[config.mk]
export PLATFORM = sky130hd
export DESIGN_NAME = utf8_diacritic_stripper
export DESIGN_NICKNAME = d
export VERILOG_FILES = /design/src/hdl/utd_pkg.sv /design/src/hdl/utf8_diacritic_stripper.sv /design/src/hdl/utd_decode.sv /design/src/hdl/utd_outq.sv
export SDC_FILE = /design/constraint.sdc
export NUM_CORES = 1
export LEC_CHECK = 0
export BUFFER_PORTS_ARGS = -buffer_cell sky130_fd_sc_hd__buf_2
export CORE_MARGIN = 2
export CORE_UTILIZATION = 40
export CTS_CLUSTER_DIAMETER = 200
export DETAILED_ROUTE_END_ITERATION = 12
export SLEW_MARGIN = 10
export SYNTH_ARGS = -nofsm -noshare
export SYNTH_HDL_FRONTEND = slang
export SYNTH_SLANG_ARGS = --single-unit
[constraint.sdc]
create_clock -name clk_i -period 9.4 [get_ports clk_i]
set_input_delay 1.88 -clock clk_i [delete_from_list [all_inputs] [get_ports clk_i]]
set_output_delay 1.88 -clock clk_i [all_outputs]
set_load 0.01 [all_outputs]
[src/hdl/utd_pkg.sv]
package utd_pkg;

  localparam logic [7:0] AsciiLimit = 8'h80;
  localparam logic [7:0] Lead2Mask  = 8'hE0;
  localparam logic [7:0] Lead2Code  = 8'hC0;
  localparam logic [7:0] Lead3Mask  = 8'hF0;
  localparam logic [7:0] Lead3Code  = 8'hE0;
  localparam logic [7:0] Lead4Mask  = 8'hF8;
  localparam logic [7:0] Lead4Code  = 8'hF0;

  localparam int unsigned QueueDepth = 4;
  localparam int unsigned QueuePtrW  = $clog2(QueueDepth);
  localparam int unsigned QueueCntW  = QueuePtrW + 1;

  // one result word
  typedef struct packed {
    logic [6:0] out_char;
    logic       has_char;
    logic       end_of_text;
  } res_t;

  // results of one input byte, handed to the result queue
  typedef struct packed {
    logic [1:0] num;
    res_t       r0;
    res_t       r1;
  } push_t;

  typedef struct packed {
    logic       hit;
    logic [6:0] base;
  } lookup_t;

  // 1 for ASCII, 2..4 for a lead byte, 0 for a stray byte
  function automatic logic [2:0] seq_len(input logic [7:0] b);
    logic [2:0] n;
    if (b < AsciiLimit) n = 3'd1;
    else if ((b & Lead2Mask) == Lead2Code) n = 3'd2;
    else if ((b & Lead3Mask) == Lead3Code) n = 3'd3;
    else if ((b & Lead4Mask) == Lead4Code) n = 3'd4;
    else n = 3'd0;
    return n;
  endfunction

  // accented Czech letters and their base letter
  function automatic lookup_t letter_lookup(input logic [7:0] lead, input logic [7:0] trail);
    lookup_t r;
    r.hit = 1'b1;
    case ({lead, trail})
      16'hC381: r.base = 7'(8'h41);  // A
      16'hC3A1: r.base = 7'(8'h61);  // a
      16'hC48C: r.base = 7'(8'h43);  // C
      16'hC48D: r.base = 7'(8'h63);  // c
      16'hC48E: r.base = 7'(8'h44);  // D
      16'hC48F: r.base = 7'(8'h64);  // d
      16'hC389: r.base = 7'(8'h45);  // E
      16'hC3A9: r.base = 7'(8'h65);  // e
      16'hC49A: r.base = 7'(8'h45);  // E
      16'hC49B: r.base = 7'(8'h65);  // e
      16'hC38D: r.base = 7'(8'h49);  // I
      16'hC3AD: r.base = 7'(8'h69);  // i
      16'hC587: r.base = 7'(8'h4E);  // N
      16'hC588: r.base = 7'(8'h6E);  // n
      16'hC393: r.base = 7'(8'h4F);  // O
      16'hC3B3: r.base = 7'(8'h6F);  // o
      16'hC598: r.base = 7'(8'h52);  // R
      16'hC599: r.base = 7'(8'h72);  // r
      16'hC5A0: r.base = 7'(8'h53);  // S
      16'hC5A1: r.base = 7'(8'h73);  // s
      16'hC5A4: r.base = 7'(8'h54);  // T
      16'hC5A5: r.base = 7'(8'h74);  // t
      16'hC39A: r.base = 7'(8'h55);  // U
      16'hC3BA: r.base = 7'(8'h75);  // u
      16'hC5AE: r.base = 7'(8'h55);  // U
      16'hC5AF: r.base = 7'(8'h75);  // u
      16'hC39D: r.base = 7'(8'h59);  // Y
      16'hC3BD: r.base = 7'(8'h79);  // y
      16'hC5BD: r.base = 7'(8'h5A);  // Z
      16'hC5BE: r.base = 7'(8'h7A);  // z
      default: begin
        r.hit  = 1'b0;
        r.base = 7'd0;
      end
    endcase
    return r;
  endfunction

endpackage

[src/hdl/utf8_diacritic_stripper.sv]
// UTF-8 to plain ASCII stripper for a character display.
// Slave stream: one text byte per word, tlast on the final byte of the text.
// Master stream: one result per word; tuser says whether tdata carries a
// character, tlast marks the final result of the text. A final byte that
// yields no character still gives one word with tuser low and tlast high.
// Accented Czech letters become their base letter, other multi-byte
// sequences and stray bytes give no word.
// An accepted byte passes the input register, then is decoded into a
// 4-word result queue. Throughput: one byte per cycle while the queue
// has room. A byte gives 0, 1 or 2 words; the master side moves one word
// per cycle, so the rate is set by the queue drain. When the receiver
// stalls the queue fills; the input register stops taking bytes once
// fewer than two queue entries are free. Reset empties the input
// register and the queue and drops any partially received sequence, so
// the next byte starts a new text.
module utf8_diacritic_stripper (
  input  logic       clk_i,
  input  logic       rst_ni,
  input  logic       s_axis_tvalid,
  output logic       s_axis_tready,
  input  logic [7:0] s_axis_tdata,   // [7:0] byte_in
  input  logic       s_axis_tlast,   // last_byte
  output logic       m_axis_tvalid,
  input  logic       m_axis_tready,
  output logic [7:0] m_axis_tdata,   // [6:0] out_char, [7] zero
  output logic [0:0] m_axis_tuser,   // [0] has_char
  output logic       m_axis_tlast    // end_of_text
);

  logic           in_valid_q, in_valid_d;
  logic [7:0]     in_byte_q;
  logic           in_last_q;
  logic           room, advance, accept;
  utd_pkg::push_t push;
  utd_pkg::res_t  res;

  assign advance       = in_valid_q && room;
  assign s_axis_tready = !in_valid_q || advance;
  assign accept        = s_axis_tvalid && s_axis_tready;
  assign in_valid_d    = accept || (in_valid_q && !advance);

  always_ff @(posedge clk_i or negedge rst_ni) begin
    if (!rst_ni) begin
      in_valid_q <= 1'b0;
    end else begin
      in_valid_q <= in_valid_d;
    end
  end

  always_ff @(posedge clk_i) begin
    if (accept) begin
      in_byte_q <= s_axis_tdata;
      in_last_q <= s_axis_tlast;
    end
  end

  utd_decode u_decode (
    .clk_i  (clk_i),
    .rst_ni (rst_ni),
    .step_i (advance),
    .byte_i (in_byte_q),
    .last_i (in_last_q),
    .push_o (push)
  );

  utd_outq u_outq (
    .clk_i   (clk_i),
    .rst_ni  (rst_ni),
    .push_i  (push),
    .room_o  (room),
    .valid_o (m_axis_tvalid),
    .ready_i (m_axis_tready),
    .res_o   (res)
  );

  assign m_axis_tdata = {1'b0, res.out_char};
  assign m_axis_tuser = res.has_char;
  assign m_axis_tlast = res.end_of_text;

  // an empty result only ever closes a text
  a_empty_is_end: assert property (@(posedge clk_i) disable iff (!rst_ni)
    m_axis_tvalid && !m_axis_tuser[0] |-> m_axis_tlast)
    else $error("result without character is not end of text");

  // the queue only takes words while it has room for a full item
  a_push_room: assert property (@(posedge clk_i) disable iff (!rst_ni)
    push.num != 2'd0 |-> room)
    else $error("result queue overrun");

  // a held input byte waits unchanged until it is decoded
  a_hold_input: assert property (@(posedge clk_i) disable iff (!rst_ni)
    in_valid_q && !advance |=> in_valid_q && $stable(in_byte_q) && $stable(in_last_q))
    else $error("input byte lost while queue full");

  // a final byte always produces at least one word
  a_last_pushes: assert property (@(posedge clk_i) disable iff (!rst_ni)
    advance && in_last_q |-> push.num != 2'd0)
    else $error("final byte produced no result");

endmodule

[src/hdl/utd_decode.sv]
module utd_decode (
  input  logic           clk_i,
  input  logic           rst_ni,
  input  logic           step_i,   // consume the byte below this cycle
  input  logic [7:0]     byte_i,
  input  logic           last_i,
  output utd_pkg::push_t push_o
);

  logic [1:0] cnt_q, cnt_d;
  logic [7:0] lead_q, lead_d;   // first held byte
  logic [7:0] next_q, next_d;   // second held byte, only read for a cut-off 4-byte lead

  logic [1:0] nc;
  logic [6:0] c0, c1;

  always_comb begin
    utd_pkg::lookup_t lk;
    logic [2:0]       n;
    logic             done;
    nc     = 2'd0;
    c0     = byte_i[6:0];
    c1     = byte_i[6:0];
    cnt_d  = cnt_q;
    lead_d = lead_q;
    next_d = next_q;
    lk     = utd_pkg::letter_lookup(lead_q, byte_i);
    n      = utd_pkg::seq_len(lead_q);
    done   = ({1'b0, cnt_q} + 3'd1 >= n) || (cnt_q == 2'd3);
    if (cnt_q == 2'd0) begin
      if (utd_pkg::seq_len(byte_i) == 3'd1) begin
        nc = 2'd1;
      end else if (!last_i && utd_pkg::seq_len(byte_i) >= 3'd2) begin
        lead_d = byte_i;
        cnt_d  = 2'd1;
      end
    end else if (done) begin
      if (n == 3'd2 && lk.hit) begin
        nc = 2'd1;
        c0 = lk.base;
      end
      cnt_d = 2'd0;
    end else if (last_i) begin
      // cut off: lead dropped, rest replayed
      cnt_d = 2'd0;
      if (cnt_q == 2'd1) begin
        if (utd_pkg::seq_len(byte_i) == 3'd1) nc = 2'd1;
      end else begin
        lk = utd_pkg::letter_lookup(next_q, byte_i);
        if (utd_pkg::seq_len(next_q) == 3'd1) begin
          c0 = next_q[6:0];
          nc = (utd_pkg::seq_len(byte_i) == 3'd1) ? 2'd2 : 2'd1;
        end else if (utd_pkg::seq_len(next_q) == 3'd2) begin
          c0 = lk.base;
          nc = lk.hit ? 2'd1 : 2'd0;
        end else if (utd_pkg::seq_len(byte_i) == 3'd1) begin
          nc = 2'd1;
        end
      end
    end else begin
      if (cnt_q == 2'd1) next_d = byte_i;
      cnt_d = cnt_q + 2'd1;
    end
  end

  always_comb begin
    push_o.r0.out_char    = c0;
    push_o.r0.has_char    = 1'b1;
    push_o.r0.end_of_text = last_i && (nc == 2'd1);
    push_o.r1.out_char    = c1;
    push_o.r1.has_char    = 1'b1;
    push_o.r1.end_of_text = last_i;
    push_o.num            = step_i ? nc : 2'd0;
    if (last_i && nc == 2'd0) begin
      push_o.r0.out_char    = 7'd0;
      push_o.r0.has_char    = 1'b0;
      push_o.r0.end_of_text = 1'b1;
      push_o.num            = step_i ? 2'd1 : 2'd0;
    end
  end

  always_ff @(posedge clk_i or negedge rst_ni) begin
    if (!rst_ni) begin
      cnt_q <= 2'd0;
    end else if (step_i) begin
      cnt_q <= cnt_d;
    end
  end

  always_ff @(posedge clk_i) begin
    if (step_i) begin
      lead_q <= lead_d;
      next_q <= next_d;
    end
  end

endmodule

[src/hdl/utd_outq.sv]
module utd_outq (
  input  logic           clk_i,
  input  logic           rst_ni,
  input  utd_pkg::push_t push_i,
  output logic           room_o,   // space for two more words
  output logic           valid_o,
  input  logic           ready_i,
  output utd_pkg::res_t  res_o
);

  utd_pkg::res_t                   mem_q [utd_pkg::QueueDepth];
  logic [utd_pkg::QueuePtrW-1:0]   rd_q, wr_q;
  logic [utd_pkg::QueueCntW-1:0]   cnt_q, cnt_d;
  logic                            pop;

  assign valid_o = cnt_q != '0;
  assign pop     = valid_o && ready_i;
  assign room_o  = cnt_q <= utd_pkg::QueueCntW'(utd_pkg::QueueDepth - 2);
  assign res_o   = mem_q[rd_q];
  assign cnt_d   = cnt_q + utd_pkg::QueueCntW'(push_i.num) - utd_pkg::QueueCntW'(pop);

  always_ff @(posedge clk_i or negedge rst_ni) begin
    if (!rst_ni) begin
      rd_q  <= '0;
      wr_q  <= '0;
      cnt_q <= '0;
    end else begin
      rd_q  <= rd_q + utd_pkg::QueuePtrW'(pop);
      wr_q  <= wr_q + utd_pkg::QueuePtrW'(push_i.num);
      cnt_q <= cnt_d;
    end
  end

  always_ff @(posedge clk_i) begin
    if (push_i.num != 2'd0) mem_q[wr_q] <= push_i.r0;
    if (push_i.num == 2'd2) mem_q[wr_q + utd_pkg::QueuePtrW'(1)] <= push_i.r1;
  end

endmodule

# Yosys cells after proc, flatten, opt, wreduce, memory -nomap -nowiden
# Memory sizes are Yosys's and may differ from the RTL's.
# Index checks and enable logic that the tools add are counted.
[word_totals] ff_bits=35 ram_bits=36 out_inout_bits=12 elab_cells=218 mem_count=1
[mem_list] memory="u_outq.mem_q" words=4 word_bits=9 rd=1 rd_clocked_by_memory_dff=0 write_ports=2 line="utd_outq.sv:11" rtl="utd_pkg::res_t mem_q [utd_pkg::QueueDepth];"
[classes] n_addsub=7 n_lt_le_gt_ge=6 eq_ne=82 mux=78 bitwise=4 reduce_logical=31
[op_table] cell="16-bit equality test (second input constant)" n=60
[op_table] cell="7-bit one-hot mux with 26 select lines" n=2
[op_table] cell="3-bit 2-to-1 mux" n=39
[op_table] cell="30-bit OR reduction" n=2
[op_table] cell="7-bit 2-to-1 mux" n=7
[op_table] cell="2-bit 2-to-1 mux" n=13
[op_table] cell="8-bit less-than comparator (second input constant)" n=3
[op_table] cell="1-bit 2-to-1 mux" n=16
[op_table] cell="2-bit OR reduction" n=8
[op_table] cell="3-bit by 1-bit equality test with 1-bit output (second input constant)" n=5
[op_table] cell="5-bit equality test (second input constant)" n=3
[op_table] cell="4-bit equality test (second input constant)" n=3
[op_table] cell="11-bit 2-to-1 mux" n=1
[op_table] cell="3-bit equality test (second input constant)" n=3
[op_table] cell="1-bit logical AND" n=8
[op_table] cell="3-bit by 2-bit equality test with 1-bit output (second input constant)" n=2
[op_table] cell="5-bit AND reduction" n=1
[op_table] cell="2-bit by 1-bit adder with 2-bit output (second input constant)" n=2
[op_table] cell="2-bit by 1-bit equality test with 1-bit output (second input constant)" n=2
[op_table] cell="2-bit equality test (second input constant)" n=2
[op_table] cell="2-bit logical NOT" n=2
[op_table] cell="2-bit inequality test (second input constant)" n=2
[op_table] cell="1-bit NOT" n=4
[op_table] cell="4-bit AND reduction" n=1
[op_table] cell="13 further kinds" n=17

# Depth between registers and ports, before layout
[logic_depth] depth_word=36 ltp_mapped=16 ltp_nobuf=16

# Hierarchy
# Synthesis repeated with hierarchy kept, for this count alone.
[unflattened] cells_unflattened=398 hier_area_um2=4753.3
[modules_own_cells] module="utd_outq" instances=1 cells_each=129 area_per_inst_um2=2220.9 seq_area_each_um2=1256.2
[modules_own_cells] module="utd_decode" instances=1 cells_each=253 area_per_inst_um2=2190.9 seq_area_each_um2=530.5
[modules_own_cells] module="utf8_diacritic_stripper" instances=1 cells_each=16 area_per_inst_um2=341.6 seq_area_each_um2=295.3

# Least setup slack after synthesis
# No wires, ideal clock.
[synth_timing] path_type="register -> output" start="reg u_outq.rd_q[0] (netlist name)" end="out m_axis_tdata[0]" arrival_ps=1407 path_slack_ps=6113 path_stages_with_launch=3 path_buffers=1 path_cell_list="dfrtp_1 > clkbuf_1 > mux4_2"
[synth_between] elab_chain_len=1
[synth_lines] item="from (decl)" line="utd_outq.sv:12" rtl="logic [utd_pkg::QueuePtrW-1:0] rd_q, wr_q;"
[synth_lines] item="from (signal assigned)" line="utd_outq.sv:28" rtl="rd_q <= rd_q + utd_pkg::QueuePtrW'(pop);"
[synth_lines] item="memory 4 x 9 bit"
[synth_lines] item="to (decl)" line="utf8_diacritic_stripper.sv:25" rtl="output logic [7:0] m_axis_tdata,"
# No other way between the ends.

# Worst setup path in the final report
[layout_timing] start="reg in_byte_q[4]" end="reg u_outq.cnt_q[2] (netlist name)"
[layout_between] elab_chain_len=24
[layout_lines] item="from (decl)" line="utf8_diacritic_stripper.sv:31" rtl="logic [7:0] in_byte_q;"
[layout_lines] item="from (signal assigned)" line="utf8_diacritic_stripper.sv:52" rtl="in_byte_q <= s_axis_tdata;"
[layout_lines] item="5-bit equality test" line="utd_pkg.sv:40" rtl="else if ((b & Lead4Mask) == Lead4Code) n = 3'd4;"
[layout_lines] item="3-bit 2-to-1 mux" line="utd_pkg.sv:40"
[layout_lines] item="3-bit 2-to-1 mux" line="utd_pkg.sv:39" rtl="else if ((b & Lead3Mask) == Lead3Code) n = 3'd3;"
[layout_lines] item="3-bit 2-to-1 mux" line="utd_pkg.sv:38" rtl="else if ((b & Lead2Mask) == Lead2Code) n = 3'd2;"
[layout_lines] item="3-bit 2-to-1 mux" line="utd_pkg.sv:37" rtl="if (b < AsciiLimit) n = 3'd1;"
[layout_lines] item="3-bit 2-to-1 mux" line="utd_decode.sv:53" rtl="end else if (utd_pkg::seq_len(next_q) == 3'd2) begin"
[layout_lines] item="3-bit 2-to-1 mux" line="utd_decode.sv:50" rtl="if (utd_pkg::seq_len(next_q) == 3'd1) begin"
[layout_lines] item="3-bit 2-to-1 mux" line="utd_decode.sv:46" rtl="if (cnt_q == 2'd1) begin"
[layout_lines] item="(+9 left out)"
[layout_lines] item="2-bit 2-to-1 mux" line="utd_decode.sv:37" rtl="end else if (done) begin"
[layout_lines] item="2-bit 2-to-1 mux (*)" line="utd_decode.sv:30" rtl="if (cnt_q == 2'd0) begin"
[layout_lines] item="2-bit logical NOT" line="utd_decode.sv:74" rtl="if (last_i && nc == 2'd0) begin"
[layout_lines] item="1-bit logical AND" line="utd_decode.sv:74"
[layout_lines] item="11-bit 2-to-1 mux (*)" line="utd_decode.sv:74"
[layout_lines] item="3-bit by 2-bit adder with 3-bit output (*)" line="utd_outq.sv:20" rtl="assign cnt_d = cnt_q + utd_pkg::QueueCntW'(push_i.num) - utd_pkg::QueueCntW'(pop);"
[layout_lines] item="3-bit by 1-bit subtractor with 3-bit output (*)" line="utd_outq.sv:20"
[layout_lines] item="net u_outq.cnt_d, one bit" line="utd_outq.sv:13" rtl="logic [utd_pkg::QueueCntW-1:0] cnt_q, cnt_d;"
[layout_lines] item="to (signal assigned)" line="utd_outq.sv:30" rtl="cnt_q <= cnt_d;"
[layout_lines] item="to (decl)" line="utd_outq.sv:13"
# The timed path passes the listed nets; every way through them passes the cells marked *. The select of a mux whose other input is x is not followed.
# A chain may end at the register's enable or synchronous reset.

==> results.cfg <==
[pwr]
ir_drop_v = 0.000151
p_leak_uw = 0.00174
power_density_nw_per_um2 = 273
finalPower_uw = 1370

[sta]
period_minus_slack_ps = 3950
drv_slew = 0
finalSetupViolations = 0
fmax_mhz = 253
finClkSkew_ps = 6.41
relSlewSlack_pct = 31.6
hold_violations = 0
rsz0062_at_grt = false
worst_pin_slew_ps = 1030
setup_tns_ps = 0
timing.final.crit_share_pct = 42.0

[drt]
drt_iter0_markers = 302
antenna_left = 0
routed-via-count = 3574
remaining_drc_errors = 0
drt-wirelength-per-cell_um = 19.4
routed_wl_um = 11400
routed_via_density = 6.12
dr.pass1.iters = 5

[global_route]
overflow = 0
grt_max_degree = 31
grtUsageMet1_pct = 25.6
grt_util_met2_pct = 33.9
grt_busiest_layer = met2
gr-usage-all-layers_pct = 19.9
grtUsageMet3_pct = 3.53
antenna_found_initial = 0
grt_pass1_wl_um = 18400
grt_pass1_vias = 3452

[die]
io_pins = 25
dieArea_um2 = 12200
core_um2 = 10900
die_h_um = 110
rows = 38
start_util_pct = 41.4
dieWidth_um = 110

[cts]
hold_buffers = 0
clock-sinks = 71
cts-buffers-inserted = 9
cts_setup_buffers = 0
cts_tree = done
clock-root-buffer = clkbuf_16
clock_path_buffers = 2
htreeDepth = 3
cts_resized = 0
clk_pin_slew_worst_paths_ps = 60
worstSkewPairLatency_ps = 330

[critical_path]
crit_path_end_kind = register
critical_path.max_stage_delay_ps = 940
required_ps = 9620
cp_num_buf_inv = 1
crit_chain = and3b_1, o21ai_0, a2111oi_1, a311o_1, o22ai_1, nor3_1, nor2_1, a21oi_1, ha_1, inv_1, fa_1, xor2_1, xnor2_1
critPathMaxFanout = 26
arrival_ps = 4170
slowest_stage = edfxtp_1
start_kind = register
worstSetupPathType = register to register
path_delay_family = compound AO/OA/AOI/OAI gates

[synth]
synthArstFlopShare_pct = 14.1
synth_top_cell_area_share_pct = 37.9
yosysSeqAreaShare_pct = 45.2
syn-instance-count = 434
ys_ff_latch = 71
synth_warnings = 0
avgSynthCellArea_um2 = 10.4
ys_types = 75
syn_nets = 459
synth_top_cell_by_area = edfxtp_1
synth_edf_count = 57
synthFlopType = edfxtp_1
synth_area_um2 = 4520
synth_area_leaders = edfxtp_1 38%, dfrtp_1 5.5%, a22o_1 4.6%, mux4_2 4.5%, o21ai_0 3.7%

[layout]
drive_gt1_share_pct = 13.1
final_nets = 464
syn_to_final_growth_pct = 10.8
antenna_cells = 0

[worst_hold_path]
hp-class = register to register

[placed_design]
gp_congestion = 1.09
io_buffers = 23
dp_hpwl_um = 8340

[status]
status = complete, no violations

[run]
max_cap_viol_count = 0
cells in the final DEF (no fill, tap or decap), types with 4 or more instances in the layout:
| master | synthesis | routed |
|---|---|---|
| nor3_1 | 9 | 9 |
| xnor2_1 | 5 | 5 |
| nor2b_1 | 6 | 6 |
| o311ai_0 | 4 | 4 |
| or3_1 | 5 | 5 |
| a31oi_1 | 6 | 6 |
| nor2_1 | 33 | 33 |
| nor4bb_1 | 4 | 4 |
| inv_1 | 13 | 13 |
| and2_1 | 5 | 5 |
| o211ai_1 | 4 | 4 |
| nor4b_1 | 4 | 4 |
| a22o_1 | 24 | 24 |
| a21oi_1 | 10 | 10 |
| nand2b_1 | 11 | 11 |
| edfxtp_1 | 57 | 57 |
| and3_1 | 6 | 6 |
| nand3_1 | 12 | 12 |
| buf_2 | 5 | 23 |
| o22ai_1 | 4 | 4 |
| dfxtp_1 | 4 | 4 |
| and3b_1 | 6 | 6 |
| mux4_2 | 9 | 9 |
| o21ai_0 | 33 | 33 |
| nand2_1 | 35 | 35 |
| clkbuf_16 | 0 | 9 |
| ha_1 | 11 | 11 |
| dfrtp_1 | 10 | 10 |
where the power goes:
group / switching (µW) / internal [µW] / leakage [µW] / total (µW)
sequential: 109 / 415 / 0.000678 / 525
combinational: 273 / 211 / 0.000914 / 484
clock: 128 / 232 / 0.000152 / 359
worst reg2reg max path, cell delays in order (launching register included):
cell	delay, ps
edfxtp_1	940
and3b_1	410
o21ai_0	140
a2111oi_1	560
a311o_1	320
o22ai_1	140
nor3_1	160
nor2_1	70
a21oi_1	220
ha_1	180
inv_1	40
fa_1	370
xor2_1	160
xnor2_1	130
cells in the mapped netlist, types with 5 or more instances:
cell type / n
and3_1: 6
clkbuf_1: 22
mux4_2: 9
a31oi_1: 6
edfxtp_1: 57
nor2_1: 33
a22o_1: 24
inv_1: 13
or3_1: 5
nand2_1: 35
nor3_1: 9
ha_1: 11
and3b_1: 6
nand2b_1: 11
and2_1: 5
xnor2_1: 5
buf_2: 5
o21ai_0: 33
nor2b_1: 6
nand3_1: 12
a21oi_1: 10
dfrtp_1: 10
final cells by class:
cell class                      instances  area, µm²
Tap cell                              140        175
Clock inverter                          6       86.3
Fill cell                            1024       5930
Clock buffer                           10        229
Inverter                               13       48.8
Multi-Input combinational cell        320       2300
Sequential cell                        71       2040
Timing Repair Buffer                   24        123
state kept, by name, summed over array words and instances, names as in the netlist:
| name | flops |
|---|---|
| u_outq.mem_q | 36 |
| in_byte_q | 8 |
| u_decode.lead_q | 8 |
| u_decode.next_q | 8 |
| u_outq.cnt_q | 3 |
| u_decode.cnt_q | 2 |
| u_outq.rd_q | 2 |
| u_outq.wr_q | 2 |
| in_last_q | 1 |
| in_valid_q | 1 |
final timing paths:
kind                                 startpoint               to  slack [ps]  cells after the start
worst max-delay path               in_byte_q[4]  u_outq.cnt_q[2]        5450                     13
worst min-delay path            u_outq.cnt_q[2]  u_outq.cnt_q[2]         500                      1
worst max register to register     in_byte_q[4]  u_outq.cnt_q[2]        5450                     13
worst min register to register  u_outq.cnt_q[2]  u_outq.cnt_q[2]         500                      1
max in group asynchronous                rst_ni   u_outq.wr_q[0]        7810                      1
min in group asynchronous                rst_ni  u_outq.cnt_q[2]        1400                      1
per-stage QoR:
| step | std cells | hold slack (ps) | setup slack [ps] | area, µm² | util (%) |
|---|---|---|---|---|---|
| 2_1_floorplan | 434 | 439 | 6110 | 4520 | - |
| 3_3_place_gp | 568 | 478 | 5480 | 4690 | 42.9 |
| 3_5_place_dp | 568 | 483 | 5470 | 4690 | 42.9 |
| 4_1_cts | 584 | 494 | 5450 | 5010 | 45.8 |
| 5_1_grt | 584 | 517 | 5080 | 5010 | 45.8 |
| 6_report | 584 | 495 | 5450 | 5010 | 45.8 |
layer usage:
layer,vias to the layer above,wire [µm]
met5,-,0
met4,0,158
met3,13,453
met2,97,5690
met1,1762,5050
li1,1702,-
logic make-up after synthesis:
logic type | synth area share (%)
simple gates | 20.8
compound gates | 20.6
flops | 45.2
buf+inv | 3.87
fa+ha+maj | 3.49
mux | 4.48
xor+xnor | 1.55
other cells | 0.0829
Note: power is estimated with default switching activity, not from simulation.
